$ cat src/rtl/gcwd_pkg.sv
// Shared types, codes and sizes for the graphics command word decoder.
`timescale 1ns / 1ps
`default_nettype none

package gcwd_pkg;

    localparam int DEF_VRAM_WIDTH  = 1024;
    localparam int DEF_VRAM_HEIGHT = 512;

    localparam int QUEUE_DEPTH = 2;
    localparam int QPTR_W      = (QUEUE_DEPTH > 1) ? $clog2(QUEUE_DEPTH) : 1;
    localparam int QCNT_W      = $clog2(QUEUE_DEPTH + 1);

    typedef enum logic [0:0] {
        MODE_IDLE = 1'b0,
        MODE_WAIT = 1'b1
    } gcwd_mode_t;

    typedef enum logic [3:0] {
        EV_PARAM    = 4'd0,
        EV_WAIT     = 4'd1,
        EV_ENV      = 4'd2,
        EV_DRAW     = 4'd3,
        EV_FILL     = 4'd4,
        EV_VCOPY    = 4'd5,
        EV_TOVRAM   = 4'd6,
        EV_FROMVRAM = 4'd7,
        EV_NOP      = 4'd8,
        EV_POLYLINE = 4'd9,
        EV_INVALID  = 4'd10
    } gcwd_event_t;

    typedef enum logic [2:0] {
        CLS_MISC     = 3'd0,
        CLS_POLYGON  = 3'd1,
        CLS_LINE     = 3'd2,
        CLS_RECT     = 3'd3,
        CLS_VCOPY    = 3'd4,
        CLS_TOVRAM   = 3'd5,
        CLS_FROMVRAM = 3'd6,
        CLS_ENV      = 3'd7
    } gcwd_class_t;

    localparam logic [7:0] MISC_NOP         = 8'h00;
    localparam logic [7:0] MISC_CLEAR_CACHE = 8'h01;
    localparam logic [7:0] MISC_FILL        = 8'h02;
    localparam logic [7:0] MISC_NOP_ALT     = 8'h03;

    localparam logic [7:0] ENV_TPAGE  = 8'hE1;
    localparam logic [7:0] ENV_WINDOW = 8'hE2;
    localparam logic [7:0] ENV_AREA_TL = 8'hE3;
    localparam logic [7:0] ENV_AREA_BR = 8'hE4;
    localparam logic [7:0] ENV_OFFSET = 8'hE5;
    localparam logic [7:0] ENV_MASK   = 8'hE6;

    typedef struct packed {
        gcwd_event_t ev;
        gcwd_class_t cls;
        logic [3:0]  cnt;
        logic        flush;
        logic [15:0] c0_lo;
        logic [15:0] c0_hi;
        logic [15:0] c1_lo;
        logic [15:0] c1_hi;
        logic [15:0] sz_lo;
        logic [15:0] sz_hi;
    } gcwd_item_t;

endpackage

`default_nettype wire

$ cat src/rtl/gpu_command_word_decoder.sv
// Top level of the graphics command word decoder: front end, item queue and back end.
//
//  Channel  Direction  Handshake          Payload
//  s_       in         s_valid / s_ready  s_word
//  m_       out        m_valid / m_ready  m_event_res, m_cmd_class, m_param_count, m_src_x,
//                                         m_src_y, m_dst_x, m_dst_y, m_width, m_height,
//                                         m_flush_needed
//
// Sustains one item per cycle while m_ready holds; each item yields one registered result.
// The front end decodes a word in the cycle it is accepted, so its command state loop sets
// the one-cycle rate. Synchronous reset returns the decoder to idle with the queue empty.
// A two-item queue and the output register absorb stalls on m_ready; s_ready drops only
// when the queue is full.
`timescale 1ns / 1ps
`default_nettype none

module gpu_command_word_decoder import gcwd_pkg::*; #(
    parameter int VRAM_WIDTH  = DEF_VRAM_WIDTH,
    parameter int VRAM_HEIGHT = DEF_VRAM_HEIGHT
) (
    input  wire logic        aclk,
    input  wire logic        aresetn,
    input  wire logic        s_valid,
    output logic             s_ready,
    input  wire logic [31:0] s_word,
    output logic             m_valid,
    input  wire logic        m_ready,
    output logic [3:0]       m_event_res,
    output logic [2:0]       m_cmd_class,
    output logic [3:0]       m_param_count,
    output logic [9:0]       m_src_x,
    output logic [8:0]       m_src_y,
    output logic [9:0]       m_dst_x,
    output logic [8:0]       m_dst_y,
    output logic [10:0]      m_width,
    output logic [9:0]       m_height,
    output logic             m_flush_needed
);

    gcwd_item_t front_item;
    gcwd_item_t queue_item;
    logic       accept;
    logic       q_not_full;
    logic       q_not_empty;
    logic       q_pop;

    assign s_ready = q_not_full;
    assign accept  = s_valid && q_not_full;

    gcwd_front u_front (
        .aclk    (aclk),
        .aresetn (aresetn),
        .accept  (accept),
        .word    (s_word),
        .item    (front_item)
    );

    gcwd_queue u_queue (
        .aclk      (aclk),
        .aresetn   (aresetn),
        .push      (accept),
        .push_item (front_item),
        .not_full  (q_not_full),
        .pop       (q_pop),
        .pop_item  (queue_item),
        .not_empty (q_not_empty)
    );

    gcwd_back #(
        .VRAM_WIDTH  (VRAM_WIDTH),
        .VRAM_HEIGHT (VRAM_HEIGHT)
    ) u_back (
        .aclk           (aclk),
        .aresetn        (aresetn),
        .q_valid        (q_not_empty),
        .q_item         (queue_item),
        .q_pop          (q_pop),
        .m_valid        (m_valid),
        .m_ready        (m_ready),
        .m_event_res    (m_event_res),
        .m_cmd_class    (m_cmd_class),
        .m_param_count  (m_param_count),
        .m_src_x        (m_src_x),
        .m_src_y        (m_src_y),
        .m_dst_x        (m_dst_x),
        .m_dst_y        (m_dst_y),
        .m_width        (m_width),
        .m_height       (m_height),
        .m_flush_needed (m_flush_needed)
    );

endmodule

`default_nettype wire

$ cat src/rtl/gcwd_front.sv
// Front end: accepts command words, tracks command state and classifies each item.
`timescale 1ns / 1ps
`default_nettype none

module gcwd_front import gcwd_pkg::*; (
    input  wire logic        aclk,
    input  wire logic        aresetn,
    input  wire logic        accept,
    input  wire logic [31:0] word,
    output gcwd_item_t       item
);

    gcwd_mode_t  mode_reg, mode_next;
    logic [3:0]  remaining_reg, remaining_next;
    gcwd_class_t cmd_cls_reg, cmd_cls_next;
    logic [1:0]  pidx_reg, pidx_next;
    logic [31:0] p0_reg, p0_next;
    logic [31:0] p1_reg, p1_next;
    logic [13:0] tpage_reg, tpage_next;
    logic [19:0] twin_reg, twin_next;
    logic [19:0] area_tl_reg, area_tl_next;
    logic [19:0] area_br_reg, area_br_next;
    logic [20:0] offset_reg, offset_next;

    always_ff @(posedge aclk) begin
        if (!aresetn) begin
            mode_reg      <= MODE_IDLE;
            remaining_reg <= 4'd0;
            cmd_cls_reg   <= CLS_MISC;
            pidx_reg      <= 2'd0;
            tpage_reg     <= 14'd0;
            twin_reg      <= 20'd0;
            area_tl_reg   <= 20'd0;
            area_br_reg   <= 20'd0;
            offset_reg    <= 21'd0;
        end else if (accept) begin
            mode_reg      <= mode_next;
            remaining_reg <= remaining_next;
            cmd_cls_reg   <= cmd_cls_next;
            pidx_reg      <= pidx_next;
            tpage_reg     <= tpage_next;
            twin_reg      <= twin_next;
            area_tl_reg   <= area_tl_next;
            area_br_reg   <= area_br_next;
            offset_reg    <= offset_next;
        end
    end

    always_ff @(posedge aclk) begin
        if (accept) begin
            p0_reg <= p0_next;
            p1_reg <= p1_next;
        end
    end

    always_comb begin
        logic [7:0]  sub;
        logic [3:0]  n;
        logic [3:0]  nv;
        logic [3:0]  per;
        gcwd_class_t cls;

        sub = word[31:24];
        cls = gcwd_class_t'(word[31:29]);
        n   = 4'd0;
        nv  = word[27] ? 4'd4 : 4'd3;
        per = 4'd1 + {3'd0, word[26]} + {3'd0, word[28]};

        mode_next      = mode_reg;
        remaining_next = remaining_reg;
        cmd_cls_next   = cmd_cls_reg;
        pidx_next      = pidx_reg;
        p0_next        = p0_reg;
        p1_next        = p1_reg;
        tpage_next     = tpage_reg;
        twin_next      = twin_reg;
        area_tl_next   = area_tl_reg;
        area_br_next   = area_br_reg;
        offset_next    = offset_reg;

        item.ev    = EV_INVALID;
        item.cls   = cls;
        item.cnt   = 4'd0;
        item.flush = 1'b0;
        item.c0_lo = p0_reg[15:0];
        item.c0_hi = p0_reg[31:16];
        item.c1_lo = p1_reg[15:0];
        item.c1_hi = p1_reg[31:16];
        item.sz_lo = word[15:0];
        item.sz_hi = word[31:16];

        unique case (mode_reg)
            MODE_WAIT: begin
                item.cls = cmd_cls_reg;
                if (pidx_reg == 2'd0) begin
                    p0_next = word;
                end
                if (pidx_reg == 2'd1) begin
                    p1_next = word;
                end
                if (pidx_reg != 2'd3) begin
                    pidx_next = pidx_reg + 2'd1;
                end
                if (remaining_reg != 4'd0) begin
                    remaining_next = remaining_reg - 4'd1;
                end
                item.cnt = remaining_next;
                if (remaining_next != 4'd0) begin
                    item.ev = EV_PARAM;
                end else begin
                    mode_next = MODE_IDLE;
                    unique case (cmd_cls_reg)
                        CLS_MISC:     item.ev = EV_FILL;
                        CLS_VCOPY:    item.ev = EV_VCOPY;
                        CLS_TOVRAM:   item.ev = EV_TOVRAM;
                        CLS_FROMVRAM: item.ev = EV_FROMVRAM;
                        default:      item.ev = EV_DRAW;
                    endcase
                end
            end
            MODE_IDLE: begin
                unique case (cls)
                    CLS_MISC: begin
                        unique case (sub) inside
                            MISC_NOP, MISC_NOP_ALT: item.ev = EV_NOP;
                            MISC_CLEAR_CACHE: begin
                                item.ev    = EV_NOP;
                                item.flush = 1'b1;
                            end
                            MISC_FILL: n = 4'd2;
                            default: item.ev = EV_INVALID;
                        endcase
                    end
                    CLS_POLYGON: n = 4'(nv * per) - {3'd0, word[28]};
                    CLS_LINE: begin
                        if (word[27]) begin
                            item.ev = EV_POLYLINE;
                        end else begin
                            n = word[28] ? 4'd3 : 4'd2;
                        end
                    end
                    CLS_RECT: begin
                        n = 4'd1 + {3'd0, word[28:27] == 2'b00} + {3'd0, word[26]};
                    end
                    CLS_VCOPY: n = 4'd3;
                    CLS_TOVRAM, CLS_FROMVRAM: n = 4'd2;
                    CLS_ENV: begin
                        item.ev = EV_ENV;
                        unique case (sub)
                            ENV_TPAGE: begin
                                tpage_next = word[13:0];
                                item.flush = (tpage_next != tpage_reg);
                            end
                            ENV_WINDOW: begin
                                twin_next  = word[19:0];
                                item.flush = (twin_next != twin_reg);
                            end
                            ENV_AREA_TL: begin
                                area_tl_next = word[19:0];
                                item.flush   = (area_tl_next != area_tl_reg);
                            end
                            ENV_AREA_BR: begin
                                area_br_next = word[19:0];
                                item.flush   = (area_br_next != area_br_reg);
                            end
                            ENV_OFFSET: begin
                                offset_next = word[20:0];
                                item.flush  = (offset_next != offset_reg);
                            end
                            ENV_MASK: item.flush = 1'b1;
                            default: item.ev = EV_INVALID;
                        endcase
                    end
                endcase
                if (n != 4'd0) begin
                    cmd_cls_next   = cls;
                    remaining_next = n;
                    pidx_next      = 2'd0;
                    mode_next      = MODE_WAIT;
                    item.ev        = EV_WAIT;
                    item.cnt       = n;
                end
            end
        endcase
    end

    a_wait_has_params: assert property (@(posedge aclk) disable iff (!aresetn)
        (mode_reg == MODE_WAIT) |-> (remaining_reg != 4'd0))
        else $error("waiting for parameters with none left to count");

    a_idle_clear: assert property (@(posedge aclk) disable iff (!aresetn)
        (mode_reg == MODE_IDLE) |-> (remaining_reg == 4'd0))
        else $error("idle with parameters still outstanding");

    a_last_param_idles: assert property (@(posedge aclk) disable iff (!aresetn)
        (accept && mode_reg == MODE_WAIT && remaining_reg == 4'd1) |=> (mode_reg == MODE_IDLE))
        else $error("last parameter did not return the decoder to idle");

endmodule

`default_nettype wire

$ cat src/rtl/gcwd_queue.sv
// Short item queue between the front end and the back end.
`timescale 1ns / 1ps
`default_nettype none

module gcwd_queue import gcwd_pkg::*; (
    input  wire logic       aclk,
    input  wire logic       aresetn,
    input  wire logic       push,
    input  wire gcwd_item_t push_item,
    output logic            not_full,
    input  wire logic       pop,
    output gcwd_item_t      pop_item,
    output logic            not_empty
);

    gcwd_item_t        entry_reg [QUEUE_DEPTH];
    logic [QPTR_W-1:0] wr_ptr_reg, wr_ptr_next;
    logic [QPTR_W-1:0] rd_ptr_reg, rd_ptr_next;
    logic [QCNT_W-1:0] count_reg, count_next;

    assign not_full  = (count_reg != QCNT_W'(QUEUE_DEPTH));
    assign not_empty = (count_reg != '0);
    assign pop_item  = entry_reg[rd_ptr_reg];

    always_comb begin
        wr_ptr_next = wr_ptr_reg;
        rd_ptr_next = rd_ptr_reg;
        count_next  = count_reg;
        if (push) begin
            wr_ptr_next = (wr_ptr_reg == QPTR_W'(QUEUE_DEPTH - 1)) ? '0 : wr_ptr_reg + 1'b1;
        end
        if (pop) begin
            rd_ptr_next = (rd_ptr_reg == QPTR_W'(QUEUE_DEPTH - 1)) ? '0 : rd_ptr_reg + 1'b1;
        end
        if (push && !pop) begin
            count_next = count_reg + 1'b1;
        end else if (pop && !push) begin
            count_next = count_reg - 1'b1;
        end
    end

    always_ff @(posedge aclk) begin
        if (!aresetn) begin
            wr_ptr_reg <= '0;
            rd_ptr_reg <= '0;
            count_reg  <= '0;
        end else begin
            wr_ptr_reg <= wr_ptr_next;
            rd_ptr_reg <= rd_ptr_next;
            count_reg  <= count_next;
        end
    end

    always_ff @(posedge aclk) begin
        if (push) begin
            entry_reg[wr_ptr_reg] <= push_item;
        end
    end

    a_no_overflow: assert property (@(posedge aclk) disable iff (!aresetn)
        push |-> (not_full || pop))
        else $error("item written into a full queue");

    a_no_underflow: assert property (@(posedge aclk) disable iff (!aresetn)
        pop |-> not_empty)
        else $error("item taken from an empty queue");

    a_count_tracks: assert property (@(posedge aclk) disable iff (!aresetn)
        (push && !pop) |=> (count_reg == $past(count_reg) + 1'b1))
        else $error("queue fill count lost an item");

endmodule

`default_nettype wire

$ cat src/rtl/gcwd_back.sv
// Back end: normalizes copy geometry and holds the result item for the consumer.
`timescale 1ns / 1ps
`default_nettype none

module gcwd_back import gcwd_pkg::*; #(
    parameter int VRAM_WIDTH  = DEF_VRAM_WIDTH,
    parameter int VRAM_HEIGHT = DEF_VRAM_HEIGHT
) (
    input  wire logic        aclk,
    input  wire logic        aresetn,
    input  wire logic        q_valid,
    input  wire gcwd_item_t  q_item,
    output logic             q_pop,
    output logic             m_valid,
    input  wire logic        m_ready,
    output logic [3:0]       m_event_res,
    output logic [2:0]       m_cmd_class,
    output logic [3:0]       m_param_count,
    output logic [9:0]       m_src_x,
    output logic [8:0]       m_src_y,
    output logic [9:0]       m_dst_x,
    output logic [8:0]       m_dst_y,
    output logic [10:0]      m_width,
    output logic [9:0]       m_height,
    output logic             m_flush_needed
);

    localparam logic [15:0] FULL_W = 16'(VRAM_WIDTH);
    localparam logic [15:0] FULL_H = 16'(VRAM_HEIGHT);
    localparam logic [15:0] MASK_W = 16'(VRAM_WIDTH - 1);
    localparam logic [15:0] MASK_H = 16'(VRAM_HEIGHT - 1);

    function automatic logic [15:0] norm_size(input logic [15:0] v, input logic [15:0] full,
                                              input logic [15:0] mask);
        logic [15:0] r;
        if (v == 16'd0) begin
            r = full;
        end else begin
            r = ((v - 16'd1) & mask) + 16'd1;
        end
        return r;
    endfunction

    logic        valid_reg;
    gcwd_event_t ev_reg;
    gcwd_class_t cls_reg;
    logic [3:0]  cnt_reg;
    logic        flush_reg;
    logic [9:0]  sx_reg, sx_next;
    logic [8:0]  sy_reg, sy_next;
    logic [9:0]  dx_reg, dx_next;
    logic [8:0]  dy_reg, dy_next;
    logic [10:0] wd_reg, wd_next;
    logic [9:0]  ht_reg, ht_next;
    logic [15:0] wd_full;
    logic [15:0] ht_full;
    logic [15:0] sx_m, sy_m, dx_m, dy_m;

    assign q_pop = q_valid && (!valid_reg || m_ready);

    always_comb begin
        wd_full = norm_size(q_item.sz_lo, FULL_W, MASK_W);
        ht_full = norm_size(q_item.sz_hi, FULL_H, MASK_H);
        sx_m    = q_item.c0_lo & MASK_W;
        sy_m    = q_item.c0_hi & MASK_H;
        dx_m    = q_item.c1_lo & MASK_W;
        dy_m    = q_item.c1_hi & MASK_H;
        sx_next = 10'd0;
        sy_next = 9'd0;
        dx_next = 10'd0;
        dy_next = 9'd0;
        wd_next = 11'd0;
        ht_next = 10'd0;
        unique case (q_item.ev) inside
            EV_VCOPY, EV_TOVRAM, EV_FROMVRAM: begin
                sx_next = sx_m[9:0];
                sy_next = sy_m[8:0];
                wd_next = wd_full[10:0];
                ht_next = ht_full[9:0];
                if (q_item.ev == EV_VCOPY) begin
                    dx_next = dx_m[9:0];
                    dy_next = dy_m[8:0];
                end
            end
            default: begin
                sx_next = 10'd0;
            end
        endcase
    end

    always_ff @(posedge aclk) begin
        if (!aresetn) begin
            valid_reg <= 1'b0;
        end else if (q_pop) begin
            valid_reg <= 1'b1;
        end else if (m_ready) begin
            valid_reg <= 1'b0;
        end
    end

    always_ff @(posedge aclk) begin
        if (q_pop) begin
            ev_reg    <= q_item.ev;
            cls_reg   <= q_item.cls;
            cnt_reg   <= q_item.cnt;
            flush_reg <= q_item.flush;
            sx_reg    <= sx_next;
            sy_reg    <= sy_next;
            dx_reg    <= dx_next;
            dy_reg    <= dy_next;
            wd_reg    <= wd_next;
            ht_reg    <= ht_next;
        end
    end

    assign m_valid        = valid_reg;
    assign m_event_res    = ev_reg;
    assign m_cmd_class    = cls_reg;
    assign m_param_count  = cnt_reg;
    assign m_src_x        = sx_reg;
    assign m_src_y        = sy_reg;
    assign m_dst_x        = dx_reg;
    assign m_dst_y        = dy_reg;
    assign m_width        = wd_reg;
    assign m_height       = ht_reg;
    assign m_flush_needed = flush_reg;

    a_pending_loads: assert property (@(posedge aclk) disable iff (!aresetn)
        (q_valid && !valid_reg) |=> valid_reg)
        else $error("queued item not moved into the empty output stage");

    a_no_copy_geometry: assert property (@(posedge aclk) disable iff (!aresetn)
        (q_pop && q_item.ev != EV_VCOPY) |=> (dx_reg == 10'd0 && dy_reg == 9'd0))
        else $error("destination set on an item that is not a vram copy");

endmodule

`default_nettype wire
$ cat config.mk
export PLATFORM = sky130hd
export DESIGN_NAME = gpu_command_word_decoder
export DESIGN_NICKNAME = d
export VERILOG_FILES = /design/src/rtl/gcwd_pkg.sv /design/src/rtl/gpu_command_word_decoder.sv /design/src/rtl/gcwd_front.sv /design/src/rtl/gcwd_queue.sv /design/src/rtl/gcwd_back.sv
export SDC_FILE = /design/constraint.sdc
export NUM_CORES = 1
export LEC_CHECK = 0
export ABC_AREA = 1
export BUFFER_PORTS_ARGS = -buffer_cell sky130_fd_sc_hd__buf_2
export CAP_MARGIN = 20
export CORE_ASPECT_RATIO = 0.6
export CORE_MARGIN = 1
export CORE_UTILIZATION = 65
export DETAILED_ROUTE_END_ITERATION = 12
export PLACE_DENSITY_LB_ADDON = 0.2
export SETUP_SLACK_MARGIN = 0.05
export SLEW_MARGIN = 20
export SYNTH_ARGS = -nofsm -noshare
export SYNTH_HDL_FRONTEND = slang
export SYNTH_SLANG_ARGS = --single-unit
$ cat constraint.sdc
create_clock -name aclk -period 14.87 [get_ports aclk]
set_input_delay 2.974 -clock aclk [delete_from_list [all_inputs] [get_ports aclk]]
set_output_delay 2.974 -clock aclk [all_outputs]
set_load 0.01 [all_outputs]
==> run_results.csv, run 1 <==
group,metric,value,unit
pwr,vdd_drop_max,0.000110,V
floorplan,die_h,122,µm
logic_synthesis,synth.area.top_cells,"edfxtp_1 (52%), dfxtp_1 (14%), nand2_1 (6.4%), a21oi_1 (5.1%), o21ai_0 (4.0%)",
placed_design,dpl_worst_slack,8.68,ns
worst_setup_path,ff2ff_setup_slack,11.45,ns
clock_network,clock_latency,0.53,ns
clock_network,cts.repair.resized,0,
route,postRouteAntennaNets,0,
logic_synthesis,synthArstFlopShare,0,
worst_setup_path,crit_path_end_kind,"register",
layout,largest_reg_flops,164,
sta,setup_viol,0,
logic_synthesis,syn_nets,1485,
global_routing,antenna_found_initial,2,
global_routing,grt_max_degree,108,
logic_synthesis,synth_seq_cells,384,
logic_synthesis,yosysWarnings,0,
logic_synthesis,synth_edf_count,273,
run,max-cap-violations,0,
logic_synthesis,synth.top_cell.area_share,0.523,
worst_setup_path,start_kind,"input port",
layout,instances_no_fill,1876,
placed_design,io_buffers,108,
route,wl,36.7,mm
worst_setup_path,cp.buffers_inverters,4,
sta,setup_slack,9.06,ns
sta,fin_skew,0.0147,ns
placed_design,gp_congestion,0.881,
pwr,p_switching,0.942,mW
route,dr_total_vias,11200,
pwr,finalPower,3.05,mW
worst_setup_path,crit_fanout,23,
floorplan,die_x,202,µm
layout,fillers,1489,
logic_synthesis,syn_area_per_cell,10.9,µm²
sta,worst_pin_slew,1.10,ns
clock_network,ctsHoldBuffers,0,
logic_synthesis,synth_cells,1434,
pwr,combPwrFrac,0.228,
floorplan,dieArea,24700,µm²
sta,fin_crit_sh,0.390,
run_status,status,"complete, no violations",
route,vias_per_cell,5.95,
worst_setup_path,crit_arrival,6.08,ns
logic_synthesis,synth_top_area_cell,"edfxtp_1",
logic_synthesis,synth_common_cells,"edfxtp_1 (273), nand2_1 (268), a21oi_1 (159)",
global_routing,grt_util_all_layers,0.299,
layout,drive_above_1_share,0.146,
placed_design,dpl.hpwl,22.6,mm
sta,final_hold_viol_count,0,
worst_setup_path,path_cells,"buf_2 > inv_2 > nand2_1 > nor2_2 > nand2_1 > inv_1 > nand2_1 > nand4_1 > nand2_1 > nor2_1 > nand3_1 > nor2_1 > nand2_1 > nand2_1 > nand3_1 > nand2_1 > inv_1",
floorplan,io_pins,109,
logic_synthesis,synth_ff_type,"edfxtp_1",
sta,rsz0062_at_grt,"no",
floorplan,start_util,0.671,
sta,period_needed,5.81,ns
pwr,p_leak,6.93,nW
sta,setup_tns,0,ns
worst_setup_path,crit_top_cell,"nand2_1",
sta,fmax,172,MHz
route,drc,0,
layout,multi_input_area,4630,µm²
route,wl_per_cell,19.6,µm
pwr,power_frac_seq,0.480,
clock_network,root_buffer,"clkbuf_16",
global_routing,overflow,0,
worst_setup_path,worstSetupPathType,"input port to register",
layout,nets,1585,
pwr,pwr-share-clk,0.292,
clock_network,cts_setup_buffers,0,
clock_network,cts_tree,"yes",
sta,final-max-slew-violation-count,0,
pwr,power_density,173,nW/µm²
route,drt-initial-drc-count,1479,
clock_network,cts_sinks,384,
floorplan,coreArea,23300,µm²
worst_setup_path,cp_data_required_time,15.15,ns
floorplan,num_rows,43,
global_routing,grt_pass1_wl,56.0,mm
logic_synthesis,synth.distinct_cells,44,
worst_setup_path,max_stage_delay,0.78,ns
hold_path,min_path_type,"register to register",
logic_synthesis,synth.cell_area,15700,µm²
layout,area_growth_syn_to_layout,12.5,%
worst_setup_path,cp_slowest_cell,"nand2_1",
pwr,swShare,0.309,
sta,slew_headroom,0.266,
clock_network,clock_path_buffers,3,
clock_network,cts.clk_slew.worst_paths,0.07,ns
worst_setup_path,cpLargestDelayFamily,"simple AND/OR/NAND/NOR gates",
clock_network,h-tree-depth,2,
route,firstDrtPassIters,7,
logic_synthesis,ys_seq_area_frac,0.665,
clock_network,cts_made_buffers,34,
pwr,p_int,2.11,mW
logic_synthesis,synth_most_common_cell,"edfxtp_1",
placed_design,place_inst,1812,
global_routing,grt_pass1_vias,10300,
layout,seqCellArea,10400,µm²
==> cells in the final DEF, fill, tap and decap left out, types with 2 or more instances in the layout <==
cell	instances
edfxtp_1	273
nand2_1	268
a21oi_1	158
o21ai_0	124
dfxtp_1	110
buf_2	107
inv_1	99
nand3_1	88
nor2_1	60
clkbuf_16	37
xor2_1	35
nor3_1	21
xnor2_1	17
ha_1	13
buf_4	13
nor2_2	12
nand2_2	10
nand4_1	10
clkbuf_1	9
inv_2	8
or2_2	7
clkinv_1	7
nor4_1	7
mux2i_1	6
nor2_4	6
nor3b_1	6
o21ai_2	5
nand3b_1	5
or2_1	4
o21ai_1	4
clkbuf_8	4
clkinv_2	4
a22oi_1	2
o2111ai_1	2
xor2_2	2
fa_1	2
bufinv_16	2
==> power by group through the flow <==
stage | registers [mW] | logic [mW] | clock network (mW)
finish | 1.46 | 0.697 | 0.890
global route | 1.48 | 0.764 | 0.939
CTS | 1.46 | 0.698 | 0.898
detailed placement | 1.48 | 0.685 | 0
global placement | 1.47 | 0.667 | 0
floorplan | 1.54 | 0.390 | 0
==> final timing paths <==
kind,start,endpoint,cells past startpoint
worst max-delay path,s_word[27],u_queue.entry_reg[1][96]$_DFFE_PP_,17
worst min-delay path,u_front.p1_reg[3]$_DFFE_PP_,u_queue.entry_reg[1][51]$_DFFE_PP_,0
worst max register to register,register,u_back.m_dst_x[2]$_SDFFCE_PN0P_,7
worst min register to register,u_front.p1_reg[3]$_DFFE_PP_,u_queue.entry_reg[1][51]$_DFFE_PP_,0
==> final cells by class <==
cell class / instances / share of cell area
Clock inverter: 12 / 0.00611
Multi-Input combinational cell: 884 / 0.262
Timing Repair Buffer: 121 / 0.0368
Antenna cell: 1 / 0.000142
Sequential cell: 384 / 0.591
Tap cell: 315 / 0.0224
Clock buffer: 50 / 0.0576
Inverter: 109 / 0.0232
==> routing by layer <==
layer	vias up	global-route usage	wire length (µm)
li1	5144	-	-
met1	5340	0.440	16000
met2	571	0.448	16000
met3	99	0.0587	3560
met4	2	0.109	1160
met5	-	0	11
==> through the flow <==
step | hold WS [ns] | cell area [µm²] | utilization
detailed placement | 0.430 | 16500 | 0.706
global placement | 0.422 | 16500 | 0.706
floorplan | 0.421 | 15700 | -
finish | 0.441 | 17600 | 0.755
CTS | 0.437 | 17600 | 0.754
global route | 0.439 | 17600 | 0.755
==> cell families (layout without fill, tap and decap cells) <==
group | count (synthesis) | count (layout) | share of synthesized area
AOI/OAI and AO/OA | 300 | 300 | 0.0990
xor gates and xnor gates | 54 | 54 | 0.0311
adders and majority gates | 15 | 15 | 0.0129
buffers and inverters | 166 | 292 | 0.0421
DFF | 384 | 384 | 0.665
muxes | 7 | 7 | 0.00527
other | 0 | 1 | 0
and+or+nand+nor | 508 | 508 | 0.144
Power figures use the tool's default switching activity.
==> run 2, diff against run 1 <==
--- a/config.mk
+++ b/config.mk
@@ -10,7 +10,7 @@
 export CAP_MARGIN = 20
 export CORE_ASPECT_RATIO = 0.6
 export CORE_MARGIN = 1
-export CORE_UTILIZATION = 65
+export CORE_UTILIZATION = 60
 export DETAILED_ROUTE_END_ITERATION = 12
 export PLACE_DENSITY_LB_ADDON = 0.2
 export SETUP_SLACK_MARGIN = 0.05
==> constraint.sdc (replaced) <==
create_clock -name aclk -period 5.42 [get_ports aclk]
set_input_delay 1.084 -clock aclk [delete_from_list [all_inputs] [get_ports aclk]]
set_output_delay 1.084 -clock aclk [all_outputs]
set_load 0.01 [all_outputs]
==> run 2 against run 1 <==
  * Sequential power grew to 2.7 times the previous value
  * Clock skew rose by 0.0017 ns
  * Critical path type unchanged
  * Clock-buffer cell count down 2
  * Final area is 0.34% higher
  * Critical endpoint is now u_front.remaining_reg[0]$_SDFFE_PN0P_
  * Combinational power grew to 2.7 times the previous value
  * Setup slack got worse by 7.4 ns
  * Highest routed layer is now met4
  * Utilization decreased by 6.0 points
  * Hold slack worse by 0.0015 ns
  * Flip-flop and latch count stayed put
  * Non-clock buffer count is 3 higher
  * Final cell count grew 2.2%
==> run_results.csv, run 2 (synthesized netlist as in run 1, its figures left out) <==
group,metric,value,unit
run_status,status,"complete, no violations",
layout,area_growth_syn_to_layout,12.9,%
global_routing,grt_max_degree,76,
layout,diodes,0,
layout,largest_reg_flops,164,
route,dr_total_vias,10800,
sta,fin_crit_sh,0.701,
global_routing,grt_pass1_vias,10100,
route,drt-initial-drc-count,1097,
placed_design,place_inst,1853,
placed_design,io_buffers,108,
global_routing,met1_usage,0.392,
sta,fin_skew,0.0164,ns
layout,layout_commonest_cell,"edfxtp_1",
clock_network,cts.clk_slew.worst_paths,0.06,ns
run,max-cap-violations,0,
pwr,p_switching,2.56,mW
clock_network,cts.repair.resized,0,
pwr,power_frac_seq,0.480,
sta,fmax,263,MHz
global_routing,top_usage_layer,"met2",
layout,drive_above_1_share,0.150,
pwr,vdd_drop_max,0.000290,V
layout,layout_common_cells,"edfxtp_1 (273), nand2_1 (268), a21oi_1 (158)",
layout,nets,1589,
sta,slew_headroom,0.263,
global_routing,grt_util_all_layers,0.263,
placed_design,place_area,16600,µm²
clock_network,clock_latency,0.53,ns
route,postRouteAntennaNets,0,
clock_network,cts_setup_buffers,0,
global_routing,antenna_found_initial,1,
sta,final_hold_viol_count,0,
floorplan,start_util,0.616,
layout,final_area,17700,µm²
global_routing,use_met3,0.0511,
global_routing,met2_usage,0.401,
sta,setup_tns,0,ns
sta,hold_ws,0.440,ns
floorplan,num_rows,45,
placed_design,gp_congestion,0.926,
pwr,p_leak,6.94,nW
sta,setup_viol,0,
sta,period_needed,3.80,ns
clock_network,cts_tree,"yes",
worst_setup_path,cp_data_required_time,5.83,ns
floorplan,io_pins,109,
route,wl,34.8,mm
sta,final-max-slew-violation-count,0,
sta,worst_pin_slew,1.11,ns
layout,instances_no_fill,1917,
pwr,combPwrFrac,0.230,
clock_network,h-tree-depth,2,
pwr,swShare,0.309,
clock_network,ctsHoldBuffers,0,
pwr,power_density,468,nW/µm²
route,wl_per_cell,18.1,µm
route,firstDrtPassIters,6,
worst_setup_path,crit_fanout,8,
clock_network,cts_sinks,384,
clock_network,clock_path_buffers,3,
route,drc,0,
global_routing,overflow,0,
floorplan,coreArea,25400,µm²
global_routing,grt_pass1_wl,54.4,mm
worst_setup_path,crit_path_end_kind,"register",
worst_setup_path,start_kind,"input port",
layout,seqCellArea,10400,µm²
sta,rsz0062_at_grt,"no",
layout,fillers,1866,
floorplan,die_h,127,µm
floorplan,dieArea,26800,µm²
worst_setup_path,worstSetupPathType,"input port to register",
floorplan,die_x,211,µm
pwr,p_int,5.72,mW
pwr,pwr-share-clk,0.289,
worst_setup_path,crit_arrival,4.21,ns
placed_design,dpl.hpwl,21.9,mm
layout,multi_input_area,4630,µm²
hold_path,min_path_type,"register to register",
route,vias_per_cell,5.63,
clock_network,cts_made_buffers,35,
clock_network,root_buffer,"clkbuf_16",
[run 2: cell count changes in the layout (fill, tap and decap cells not counted), sizes merged]
cell | before | now
inv | 107 | 111
diode | 1 | 0
bufinv | 2 | 1
clkbuf | 50 | 48
buf | 121 | 124
clkinvlp | 0 | 1
[run 2: layout make-up]
type,count,share of cell area
multi-input cells,884,0.262
flip-flops and latches,384,0.589
inverters,109,0.0231
clock inverters,16,0.00658
clock buffers,48,0.0558
repair buffers,124,0.0385
well taps,352,0.0249
[run 2: path summary, 6_finish.rpt]
| check | start | end | slack (ns) | cells after the start |
|---|---|---|---|---|
| max | s_word[26] | u_front.remaining_reg[0]$_SDFFE_PN0P_ | 1.62 | 16 |
| min | u_queue.rd_ptr_reg$_SDFFE_PN0P_ | register | 0.44 | 1 |
| max reg2reg | register | u_back.m_height[8]$_SDFFCE_PP0P_ | 2.22 | 8 |
| min reg2reg | u_queue.rd_ptr_reg$_SDFFE_PN0P_ | register | 0.44 | 1 |
[run 2: stage by stage]
step / utilization / setup slack, ns / total power, mW
final: 0.695 / 1.62 / 8.28
after global routing: 0.695 / 1.38 / 8.67
after CTS: 0.695 / 1.64 / 8.32
after detailed placement: 0.651 / 1.12 / 5.94
after global placement: 0.651 / 1.28 / 5.89
after floorplan: - / 0.254 / 5.27
[run 2: critical path, cell delays in order]
cell,delay [ns]
buf_2,0.14
inv_1,0.11
ha_1,0.35
inv_1,0.10
a21oi_1,0.09
fa_1,0.54
inv_1,0.06
fa_1,0.44
xnor2_1,0.19
xor2_1,0.19
xnor2_1,0.16
nand2_1,0.10
nand4_1,0.18
nand2_1,0.19
o21ai_0,0.22
a21oi_1,0.06
[run 2: power by group through the flow]
stage                     registers (mW)  logic [mW]  clock network, mW
final                               3.98        1.91               2.39
after CTS                           3.98        1.91               2.42
after global placement              4.03        1.86                  0
after global routing                4.03        2.11               2.53
after floorplan                     4.19        1.07                  0
after detailed placement            4.04        1.90                  0
[run 2: routing by layer]
metal  vias up  part of all wire  routed length, µm
li1       5161                 -                  -
met1      5112              0.46              15900
met2       462              0.43              15100
met3        57             0.090               3140
met4         0             0.019                650
met5         -                 0                  0
